==> src/rtl/core/mlr_pkg.sv <==
// shared constants and types of the midpoint line rasterizer
`default_nettype none

package mlr_pkg;

  // coordinate width of every point and pixel
  localparam int COORD_BITS = 12;
  // signed decision variable, holds values between -2*major and 2*minor
  localparam int ERR_W = COORD_BITS + 2;
  // stream data widths, rounded up to whole bytes
  localparam int IN_DATA_W = ((4 * COORD_BITS + 7) / 8) * 8;
  localparam int OUT_DATA_W = ((2 * COORD_BITS + 7) / 8) * 8;

  // item kinds carried on in_tuser
  localparam logic MODE_LOAD = 1'b0;
  localparam logic MODE_STEP = 1'b1;

  typedef logic [COORD_BITS-1:0] coord_t;
  typedef logic [ERR_W-1:0] err_t;

  // one input item after unpacking
  typedef struct packed {
    logic   mode;
    coord_t x_start;
    coord_t y_start;
    coord_t x_end;
    coord_t y_end;
  } item_t;

  // status of the input register toward the pixel core
  typedef struct packed {
    logic valid;
  } stage_hs_t;

endpackage

`default_nettype wire

==> src/rtl/core/mlr_in_reg.sv <==
// input register stage: unpacks and holds one item for the pixel core
`default_nettype none

module mlr_in_reg (
  input  wire logic                          clk,
  input  wire logic                          rst_n,
  input  wire logic                          in_tvalid,
  output logic                               in_tready,
  // x_start, y_start, x_end, y_end from the lowest bit up, zero padded
  input  wire logic [mlr_pkg::IN_DATA_W-1:0] in_tdata,
  // mode
  input  wire logic                          in_tuser,
  input  wire logic                          item_take,
  output mlr_pkg::stage_hs_t                 hs,
  output mlr_pkg::item_t                     item
);

  localparam int CB = mlr_pkg::COORD_BITS;

  logic           valid_r;
  mlr_pkg::item_t item_r;
  mlr_pkg::item_t item_nxt;

  // free when empty or when the core takes the held item
  assign in_tready = !valid_r || item_take;

  // unpack the stream word
  always_comb begin
    item_nxt.mode    = in_tuser;
    item_nxt.x_start = in_tdata[CB-1:0];
    item_nxt.y_start = in_tdata[2*CB-1:CB];
    item_nxt.x_end   = in_tdata[3*CB-1:2*CB];
    item_nxt.y_end   = in_tdata[4*CB-1:3*CB];
  end

  // occupancy flag
  always_ff @(posedge clk) begin
    if (!rst_n) begin
      valid_r <= 1'b0;
    end else if (in_tready) begin
      valid_r <= in_tvalid;
    end
  end

  // payload capture
  always_ff @(posedge clk) begin
    if (in_tvalid && in_tready) begin
      item_r <= item_nxt;
    end
  end

  assign hs.valid = valid_r;
  assign item     = item_r;

endmodule

`default_nettype wire

==> src/rtl/core/mlr_core.sv <==
// line state, error term update and result register
`default_nettype none

module mlr_core (
  input  wire logic                           clk,
  input  wire logic                           rst_n,
  input  wire mlr_pkg::stage_hs_t             hs,
  input  wire mlr_pkg::item_t                 item,
  output logic                                item_take,
  output logic                                out_tvalid,
  input  wire logic                           out_tready,
  output logic [mlr_pkg::OUT_DATA_W-1:0]      out_tdata,
  output logic                                out_tlast
);

  localparam int CB = mlr_pkg::COORD_BITS;

  // line state
  mlr_pkg::coord_t cur_x_r, cur_x_nxt;
  mlr_pkg::coord_t cur_y_r, cur_y_nxt;
  mlr_pkg::err_t   err_r, err_nxt;
  mlr_pkg::coord_t delta_major_r, delta_major_nxt;
  mlr_pkg::coord_t delta_minor_r, delta_minor_nxt;
  mlr_pkg::coord_t steps_left_r, steps_left_nxt;
  logic            steep_r, steep_nxt;
  logic            active_r, active_nxt;

  // result register
  logic            out_valid_r;
  mlr_pkg::coord_t out_x_r;
  mlr_pkg::coord_t out_y_r;
  logic            out_last_r;

  // load arithmetic
  mlr_pkg::coord_t dx;
  mlr_pkg::coord_t dy;
  mlr_pkg::coord_t major_ld;
  mlr_pkg::coord_t minor_ld;
  mlr_pkg::err_t   err_ld;
  logic            steep_ld;
  logic            bad_ld;

  // step arithmetic
  mlr_pkg::err_t   err_adj;
  logic            err_pos;
  logic            is_last;

  logic            adv;
  logic            proc;
  logic            emit;

  // the result register frees up when empty or taken
  assign adv       = !out_valid_r || out_tready;
  assign item_take = adv;
  assign proc      = hs.valid && adv;
  assign emit      = proc && (item.mode == mlr_pkg::MODE_STEP) && active_r;

  // setup of a new line
  always_comb begin
    dx       = item.x_end - item.x_start;
    dy       = item.y_end - item.y_start;
    bad_ld   = (item.x_end < item.x_start) || (item.y_end < item.y_start) ||
               ((item.x_end == item.x_start) && (item.y_end == item.y_start));
    steep_ld = dy > dx;
    major_ld = steep_ld ? dy : dx;
    minor_ld = steep_ld ? dx : dy;
    err_ld   = {1'b0, minor_ld, 1'b0} - {2'b00, major_ld};
  end

  // one pixel step
  always_comb begin
    is_last = (steps_left_r == '0);
    err_pos = !err_r[mlr_pkg::ERR_W-1] && (err_r != '0);
    err_adj = err_pos ? (err_r - {1'b0, delta_major_r, 1'b0}) : err_r;
  end

  // next state
  always_comb begin
    cur_x_nxt       = cur_x_r;
    cur_y_nxt       = cur_y_r;
    err_nxt         = err_r;
    delta_major_nxt = delta_major_r;
    delta_minor_nxt = delta_minor_r;
    steps_left_nxt  = steps_left_r;
    steep_nxt       = steep_r;
    active_nxt      = active_r;
    if (proc) begin
      if (item.mode == mlr_pkg::MODE_LOAD) begin
        if (bad_ld) begin
          active_nxt = 1'b0;
        end else begin
          cur_x_nxt       = item.x_start;
          cur_y_nxt       = item.y_start;
          err_nxt         = err_ld;
          delta_major_nxt = major_ld;
          delta_minor_nxt = minor_ld;
          steps_left_nxt  = major_ld;
          steep_nxt       = steep_ld;
          active_nxt      = 1'b1;
        end
      end else if (active_r) begin
        if (is_last) begin
          active_nxt = 1'b0;
        end else begin
          // minor axis moves when the error term is positive
          if (steep_r) begin
            cur_y_nxt = cur_y_r + 1'b1;
            cur_x_nxt = err_pos ? cur_x_r + 1'b1 : cur_x_r;
          end else begin
            cur_x_nxt = cur_x_r + 1'b1;
            cur_y_nxt = err_pos ? cur_y_r + 1'b1 : cur_y_r;
          end
          err_nxt        = err_adj + {1'b0, delta_minor_r, 1'b0};
          steps_left_nxt = steps_left_r - 1'b1;
        end
      end
    end
  end

  // state registers
  always_ff @(posedge clk) begin
    if (!rst_n) begin
      cur_x_r       <= '0;
      cur_y_r       <= '0;
      err_r         <= '0;
      delta_major_r <= '0;
      delta_minor_r <= '0;
      steps_left_r  <= '0;
      steep_r       <= 1'b0;
      active_r      <= 1'b0;
    end else begin
      cur_x_r       <= cur_x_nxt;
      cur_y_r       <= cur_y_nxt;
      err_r         <= err_nxt;
      delta_major_r <= delta_major_nxt;
      delta_minor_r <= delta_minor_nxt;
      steps_left_r  <= steps_left_nxt;
      steep_r       <= steep_nxt;
      active_r      <= active_nxt;
    end
  end

  // result valid flag
  always_ff @(posedge clk) begin
    if (!rst_n) begin
      out_valid_r <= 1'b0;
    end else if (adv) begin
      out_valid_r <= emit;
    end
  end

  // result payload
  always_ff @(posedge clk) begin
    if (emit) begin
      out_x_r    <= cur_x_r;
      out_y_r    <= cur_y_r;
      out_last_r <= is_last;
    end
  end

  assign out_tvalid = out_valid_r;
  assign out_tlast  = out_last_r;
  assign out_tdata  = {{(mlr_pkg::OUT_DATA_W - 2 * CB){1'b0}}, out_y_r, out_x_r};

`ifndef SYNTHESIS
  // a load never produces a pixel
  a_load_no_result: assert property (@(posedge clk) disable iff (!rst_n)
    (proc && item.mode == mlr_pkg::MODE_LOAD) |=> !out_valid_r)
    else $error("load item produced a pixel");

  // the end pixel closes the line
  a_last_goes_idle: assert property (@(posedge clk) disable iff (!rst_n)
    (emit && is_last) |=> !active_r)
    else $error("line still active after its end pixel");

  // remaining steps never exceed the line length
  a_steps_bound: assert property (@(posedge clk) disable iff (!rst_n)
    active_r |-> (steps_left_r <= delta_major_r))
    else $error("step count beyond line length");

  // decision variable stays at or below twice the minor delta
  a_err_bound: assert property (@(posedge clk) disable iff (!rst_n)
    active_r |-> ($signed(err_r) <= $signed({1'b0, delta_minor_r, 1'b0})))
    else $error("error term out of range");

  // a step on an idle block yields nothing
  a_idle_step: assert property (@(posedge clk) disable iff (!rst_n)
    (proc && item.mode == mlr_pkg::MODE_STEP && !active_r) |=> !out_valid_r)
    else $error("pixel emitted while idle");
`endif

endmodule

`default_nettype wire

==> src/rtl/core/midpoint_line_rasterizer_unit.sv <==
// top level of the midpoint line rasterizer
//
// Draws lines of non-negative slope one pixel per item with an integer error
// term. The input stream carries two kinds of item, chosen by in_tuser: a
// load (0) takes start and end points from in_tdata and sets up the line
// without a result; a step (1) returns the next pixel on the output stream,
// with out_tlast high on the end point, after which the block is idle.
// Steps while idle, and loads of unsupported lines (end left of or below
// start, or end equal to start), give no result.
// An accepted item is held in the input register and its pixel in the result
// register before it shows on out_tvalid. Throughput: one item per cycle
// unless the result register stalls; the error term update is a compare, a
// subtract and an add per pixel, held in the line state registers.
// Reset (rst_n low, synchronous) empties both registers and leaves the block
// idle with no line loaded. When the receiver holds out_tready low the result
// register keeps its pixel, one more item waits in the input register, and
// in_tready then drops until the pixel is taken.
`default_nettype none

module midpoint_line_rasterizer_unit (
  input  wire logic                           clk,
  input  wire logic                           rst_n,
  input  wire logic                           in_tvalid,
  output logic                                in_tready,
  // x_start, y_start, x_end, y_end from the lowest bit up, zero padded
  input  wire logic [mlr_pkg::IN_DATA_W-1:0]  in_tdata,
  // mode
  input  wire logic                           in_tuser,
  output logic                                out_tvalid,
  input  wire logic                           out_tready,
  // pixel_x, pixel_y from the lowest bit up, zero padded
  output logic [mlr_pkg::OUT_DATA_W-1:0]      out_tdata,
  output logic                                out_tlast
);

  mlr_pkg::stage_hs_t hs;
  mlr_pkg::item_t     item;
  logic               item_take;

  // input register
  mlr_in_reg u_in_reg (
    .clk       (clk),
    .rst_n     (rst_n),
    .in_tvalid (in_tvalid),
    .in_tready (in_tready),
    .in_tdata  (in_tdata),
    .in_tuser  (in_tuser),
    .item_take (item_take),
    .hs        (hs),
    .item      (item)
  );

  // pixel core and result register
  mlr_core u_core (
    .clk        (clk),
    .rst_n      (rst_n),
    .hs         (hs),
    .item       (item),
    .item_take  (item_take),
    .out_tvalid (out_tvalid),
    .out_tready (out_tready),
    .out_tdata  (out_tdata),
    .out_tlast  (out_tlast)
  );

endmodule

`default_nettype wire
==> config.mk <==
export PLATFORM = sky130hd
export DESIGN_NAME = midpoint_line_rasterizer_unit
export DESIGN_NICKNAME = d
export VERILOG_FILES = /design/src/rtl/core/mlr_pkg.sv /design/src/rtl/core/mlr_in_reg.sv /design/src/rtl/core/mlr_core.sv /design/src/rtl/core/midpoint_line_rasterizer_unit.sv
export SDC_FILE = /design/constraint.sdc
export NUM_CORES = 1
export LEC_CHECK = 0
export BUFFER_PORTS_ARGS = -buffer_cell sky130_fd_sc_hd__buf_2
export CELL_PAD_IN_SITES_DETAIL_PLACEMENT = 1
export CELL_PAD_IN_SITES_GLOBAL_PLACEMENT = 1
export CORE_AREA = 2 2 148 150
export CTS_BUF_LIST = sky130_fd_sc_hd__clkbuf_16
export DETAILED_ROUTE_END_ITERATION = 16
export DIE_AREA = 0 0 150 152
export GPL_TIMING_DRIVEN = 0
export PLACE_DENSITY_LB_ADDON = 0.15
export SLEW_MARGIN = 20
export SYNTH_ARGS = -nofsm -noshare
export SYNTH_HDL_FRONTEND = slang
export SYNTH_SLANG_ARGS = --single-unit
==> constraint.sdc <==
create_clock -name clk -period 7.25 [get_ports clk]
set_input_delay 0 -clock clk [delete_from_list [all_inputs] [get_ports clk]]
set_output_delay 0 -clock clk [all_outputs]
set_load 0.05 [all_outputs]
==> impl_table.tex <==
\begin{tabular}{lr}
\hline
Metric & Value \\
\hline
\multicolumn{2}{l}{\textbf{Route}} \\
Remaining antenna violation count after routing & 0 \\
Number of vias per cell & 6.011 \\
Detailed-route DRC error count & 0 \\
Violation count after the first detailed-route iteration & 572 \\
Post-Route WL & roughly 37 mm \\
Post-detailed-route wirelength per cell & approximately 24 um \\
Vias & 9299 \\
Number of search-and-repair iterations in the first detailed-routing pass & 8 \\
\multicolumn{2}{l}{\textbf{Floorplan}} \\
Height of the chip & about 150 um \\
Die Footprint & 0.02280 mm\^{}2 \\
Floorplan row count & 54 \\
IO Count & 80 \\
Width of the chip & 150 um \\
Area of the core & approximately 0.021 mm\^{}2 \\
Starting utilization of the core area & 0.4583 \\
\multicolumn{2}{l}{\textbf{Hold path}} \\
Worst min-delay path class & input port to flop \\
\multicolumn{2}{l}{\textbf{Synth}} \\
Async set-reset flop share out of synthesis & 0 \\
Register bit count reported by yosys & between 150 and 200 \\
Top FF cell, synth & sky130\_fd\_sc\_hd\_\_dfxtp\_1 \\
Cell area after synthesis & roughly 0.0098 mm\^{}2 \\
Unique masters post-synth & 84 \\
Count of yosys warnings during synthesis & 0 \\
EDFF count, synth & 74 \\
Nets in the synthesized netlist & approximately 1200 \\
Seq/Total Area, Yosys & 0.3867 \\
Synth Area per Inst & approximately 9 um\^{}2 \\
Post-synthesis instance total & around 1100 \\
\multicolumn{2}{l}{\textbf{Power and ir drop}} \\
Worst voltage drop across the vdd grid & 0.1827 mV \\
Total power & $\sim$4.0 mW \\
Power density of the placed cells & $\sim$330 mW/mm\^{}2 \\
Leak & 4.744 nW \\
\multicolumn{2}{l}{\textbf{Global routing}} \\
Final global-route overflow total & 0 \\
Initial antenna violation count & 0 \\
Wire length of the first global-routing pass & $\sim$56 mm \\
Maximum number of pins on one net before global-route repair & 33 \\
Via count of the first global-routing pass & 9759 \\
GRT Total Usage & 0.3231 \\
\multicolumn{2}{l}{\textbf{Worst setup path}} \\
Cell at the slowest stage of the critical path & sky130\_fd\_sc\_hd\_\_or4b\_1 \\
Worst setup path category & flop to flop \\
Startpoint kind of the worst setup timing path & flop \\
Required time reported for the critical path endpoint & 7.62 ns \\
Worst-path fanout max & 10 \\
Cell repeated most along the worst path & sky130\_fd\_sc\_hd\_\_inv\_1 \\
Category of the worst setup path capture point & flop \\
Slowest Stage Delay on Critical Path & roughly 0.5 ns \\
Signal arrival time at the worst endpoint & between 7 and 8 ns \\
\multicolumn{2}{l}{\textbf{Clock network}} \\
Clock tree from TritonCTS & yes \\
CTS root buf & sky130\_fd\_sc\_hd\_\_clkbuf\_16 \\
Number of levels in the clock H-tree & 4 \\
Number of buffers on the longest clock path & 2 \\
Source-to-sink clock delay at the later pin of the worst-skew pair & 0.44 ns \\
Number of sinks handled by clock tree synthesis & 152 \\
Clock transition at the registers of the reported paths & roughly 0.08 ns \\
Total CTS buffers & 17 \\
\multicolumn{2}{l}{\textbf{Place}} \\
Detailed placer's ending HPWL & 25.27 mm \\
Number of instances in the placed design & approximately 1500 \\
Number of port buffers & between 70 and 80 \\
Routability cong. & between 0.9 and 1 \\
\multicolumn{2}{l}{\textbf{Timing}} \\
Final Hold Viols & 0 \\
Slew HR & 0.3987 \\
Setup repair after global routing missed its margin & no \\
Final Max Tran Viols & 0 \\
Highest Clock Rate & 143.8 MHz \\
Total negative slack for setup checks & 0 ns \\
Minimum clock period after layout & slightly below 7 ns \\
Final setup viols & 0 \\
Final setup skew & between 0.01 and 0.015 ns \\
Final hold slack & around 0.16 ns \\
Final cycle utilization of the critical path & 0.9590 \\
Actual transition at the worst max-transition pin & 0.8955 ns \\
\multicolumn{2}{l}{\textbf{Finish}} \\
Net count of the finished layout & approximately 1400 \\
Post-layout instance count excluding filler cells & roughly 1500 \\
Synth-to-layout area growth & 22.20\% \\
Fraction of layout instances using a drive strength above 1 & 0.1476 \\
Number of antenna diodes & 0 \\
\multicolumn{2}{l}{\textbf{Outcome}} \\
Outcome & complete, no violations \\
\multicolumn{2}{l}{\textbf{Flow run}} \\
Max-Cap Viols & 0 \\
\hline
\end{tabular}
stage by stage:
stage / worst slack [ns] / area (um^2) / utilization
detailed placement: -0.5532 / 10560 / 0.4946
CTS: -0.01296 / 11760 / 0.5507
global placement: -0.4996 / 10530 / 0.4933
global route: 0.0007381 / 11960 / 0.5601
finish: 0.2975 / 11960 / 0.5601
floorplan: 0.7321 / 9786 / -
path summary, 6_finish.rpt:
check | startpoint | end | slack [ns] | cells after the start
worst max-delay path | u_in_reg.item[0] | u_core.err_r[13] | 0.30 | 31
worst min-delay path | rst_n | u_core.cur_x_r[9] | 0.16 | 3
worst max register to register | u_in_reg.item[0] | u_core.err_r[13] | 0.30 | 31
worst min register to register | u_core.err_r[0] | u_core.err_r[0] | 0.46 | 2
cell families after synthesis:
| group | count (synthesis) | synth area share |
|---|---|---|
| AO/OA/AOI/OAI | 331 | 0.2224 |
| AND/OR/NAND/NOR | 322 | 0.1577 |
| flip-flops | 152 | 0.3867 |
| buffers and inverters | 135 | 0.05268 |
| adder cells (fa/ha/maj) | 79 | 0.1031 |
| XOR/XNOR | 54 | 0.05217 |
| multiplexers | 24 | 0.02544 |
cell type report:
cell class	instances	area, um^2
Fill cell	2481	9393
Multi-Input combinational cell	810	5683
Sequential cell	152	3784
Timing Repair Buffer	138	980.9
Clock buffer	17	425.4
Tap cell	280	350.3
Inverter	91	341.6
Buffer	44	211.5
Clock inverter	15	181.4
worst max-delay path: cells and delay by family, from the launching register on:
kind | cells | cell delay [ns]
xor gates and xnor gates | 1 | 0.13
buffers and inverters | 5 | 0.57
and+or+nand+nor | 5 | 1.23
adders and majority gates | 5 | 1.56
muxes | 1 | 0.33
AOI/OAI and AO/OA | 14 | 2.66
DFF | 1 | 0.39
Yosys cell counts, types with 4 or more instances:
cell type | count | area share
sky130_fd_sc_hd__a21oi_1 | 123 | 0.063
sky130_fd_sc_hd__nor2_1 | 95 | 0.036
sky130_fd_sc_hd__inv_1 | 89 | 0.034
sky130_fd_sc_hd__nand2_1 | 86 | 0.033
sky130_fd_sc_hd__dfxtp_1 | 78 | 0.16
sky130_fd_sc_hd__edfxtp_1 | 74 | 0.23
sky130_fd_sc_hd__ha_1 | 67 | 0.086
sky130_fd_sc_hd__o21ai_0 | 55 | 0.028
sky130_fd_sc_hd__xnor2_1 | 38 | 0.034
sky130_fd_sc_hd__clkbuf_1 | 33 | 0.013
sky130_fd_sc_hd__nand3_1 | 30 | 0.015
sky130_fd_sc_hd__nor3_1 | 28 | 0.014
sky130_fd_sc_hd__a211oi_1 | 26 | 0.020
sky130_fd_sc_hd__o22ai_1 | 22 | 0.014
sky130_fd_sc_hd__and2_1 | 20 | 0.013
sky130_fd_sc_hd__mux2i_1 | 20 | 0.020
sky130_fd_sc_hd__a21o_1 | 18 | 0.014
sky130_fd_sc_hd__a31oi_1 | 16 | 0.010
sky130_fd_sc_hd__nand2b_1 | 14 | 0.0089
sky130_fd_sc_hd__xor2_1 | 11 | 0.0098
sky130_fd_sc_hd__o21bai_1 | 10 | 0.0077
sky130_fd_sc_hd__nor2b_1 | 8 | 0.0051
sky130_fd_sc_hd__maj3_1 | 7 | 0.0072
sky130_fd_sc_hd__and3_1 | 6 | 0.0038
sky130_fd_sc_hd__buf_1 | 6 | 0.0023
sky130_fd_sc_hd__nand4_1 | 6 | 0.0038
sky130_fd_sc_hd__fa_1 | 5 | 0.010
sky130_fd_sc_hd__nand3b_1 | 5 | 0.0038
sky130_fd_sc_hd__nor4_1 | 5 | 0.0032
sky130_fd_sc_hd__o211ai_1 | 5 | 0.0038
sky130_fd_sc_hd__a21oi_2 | 4 | 0.0036
sky130_fd_sc_hd__buf_2 | 4 | 0.0020
sky130_fd_sc_hd__o21a_1 | 4 | 0.0031
metal layers:
layer  routed length [um]  GRT usage  part of all wire
met1                14840     0.3915              0.41
met2                18100     0.5525              0.50
met3                 1664    0.05105             0.046
met4                 1950     0.1622             0.053
met5                    0          0                 0
registers in the layout (all words and copies together) (netlist names), 12 cells and up:
register              flops
u_core.err_r             14
u_core.out_y_r           12
u_core.out_x_r           12
u_core.cur_x_r           12
u_in_reg.item            49
u_core.delta_major_r     12
u_core.delta_minor_r     12
u_core.steps_left_r      12
u_core.cur_y_r           12
repair_timing:
item / CTS / global route
hold buffers: 52 / 0
resized for setup: 15 / 26
pin swaps: 0 / 15
hold endpoints to repair: 51 / 0
endpoints found under the setup margin: 8 / 7
buffers inserted: 0 / 6
gates cloned: 0 / 0
where the power goes:
part           internal, mW  leakage (nW)  switching, mW
Clock                 0.467         0.289          0.453
Sequential            0.931          1.34         0.0230
Combinational         0.836          3.12           1.27
Total                  2.23          4.74           1.75
layout by cell type (no fill, tap or decap), drive strengths merged, types with 4 or more instances in the layout:
master	count
o211a	5
nor3	28
a2111oi	4
and2	20
nand2b	14
dlygate4sd3	52
nor4	6
xor2	13
nand4	6
o31ai	4
nand3b	5
mux2i	20
o21ai	58
o211ai	5
xnor2	41
a211oi	30
inv	97
nand2	86
o21bai	12
mux2	4
o22ai	22
and3	6
nor2b	8
dfxtp	78
fa	5
buf	97
nand3	30
maj3	7
edfxtp	74
nor2	96
clkbuf	50
o21a	5
ha	67
clkinv	7
a21o	18
a31oi	17
a21oi	128
No activity file was read; power rests on OpenSTA's default activity.
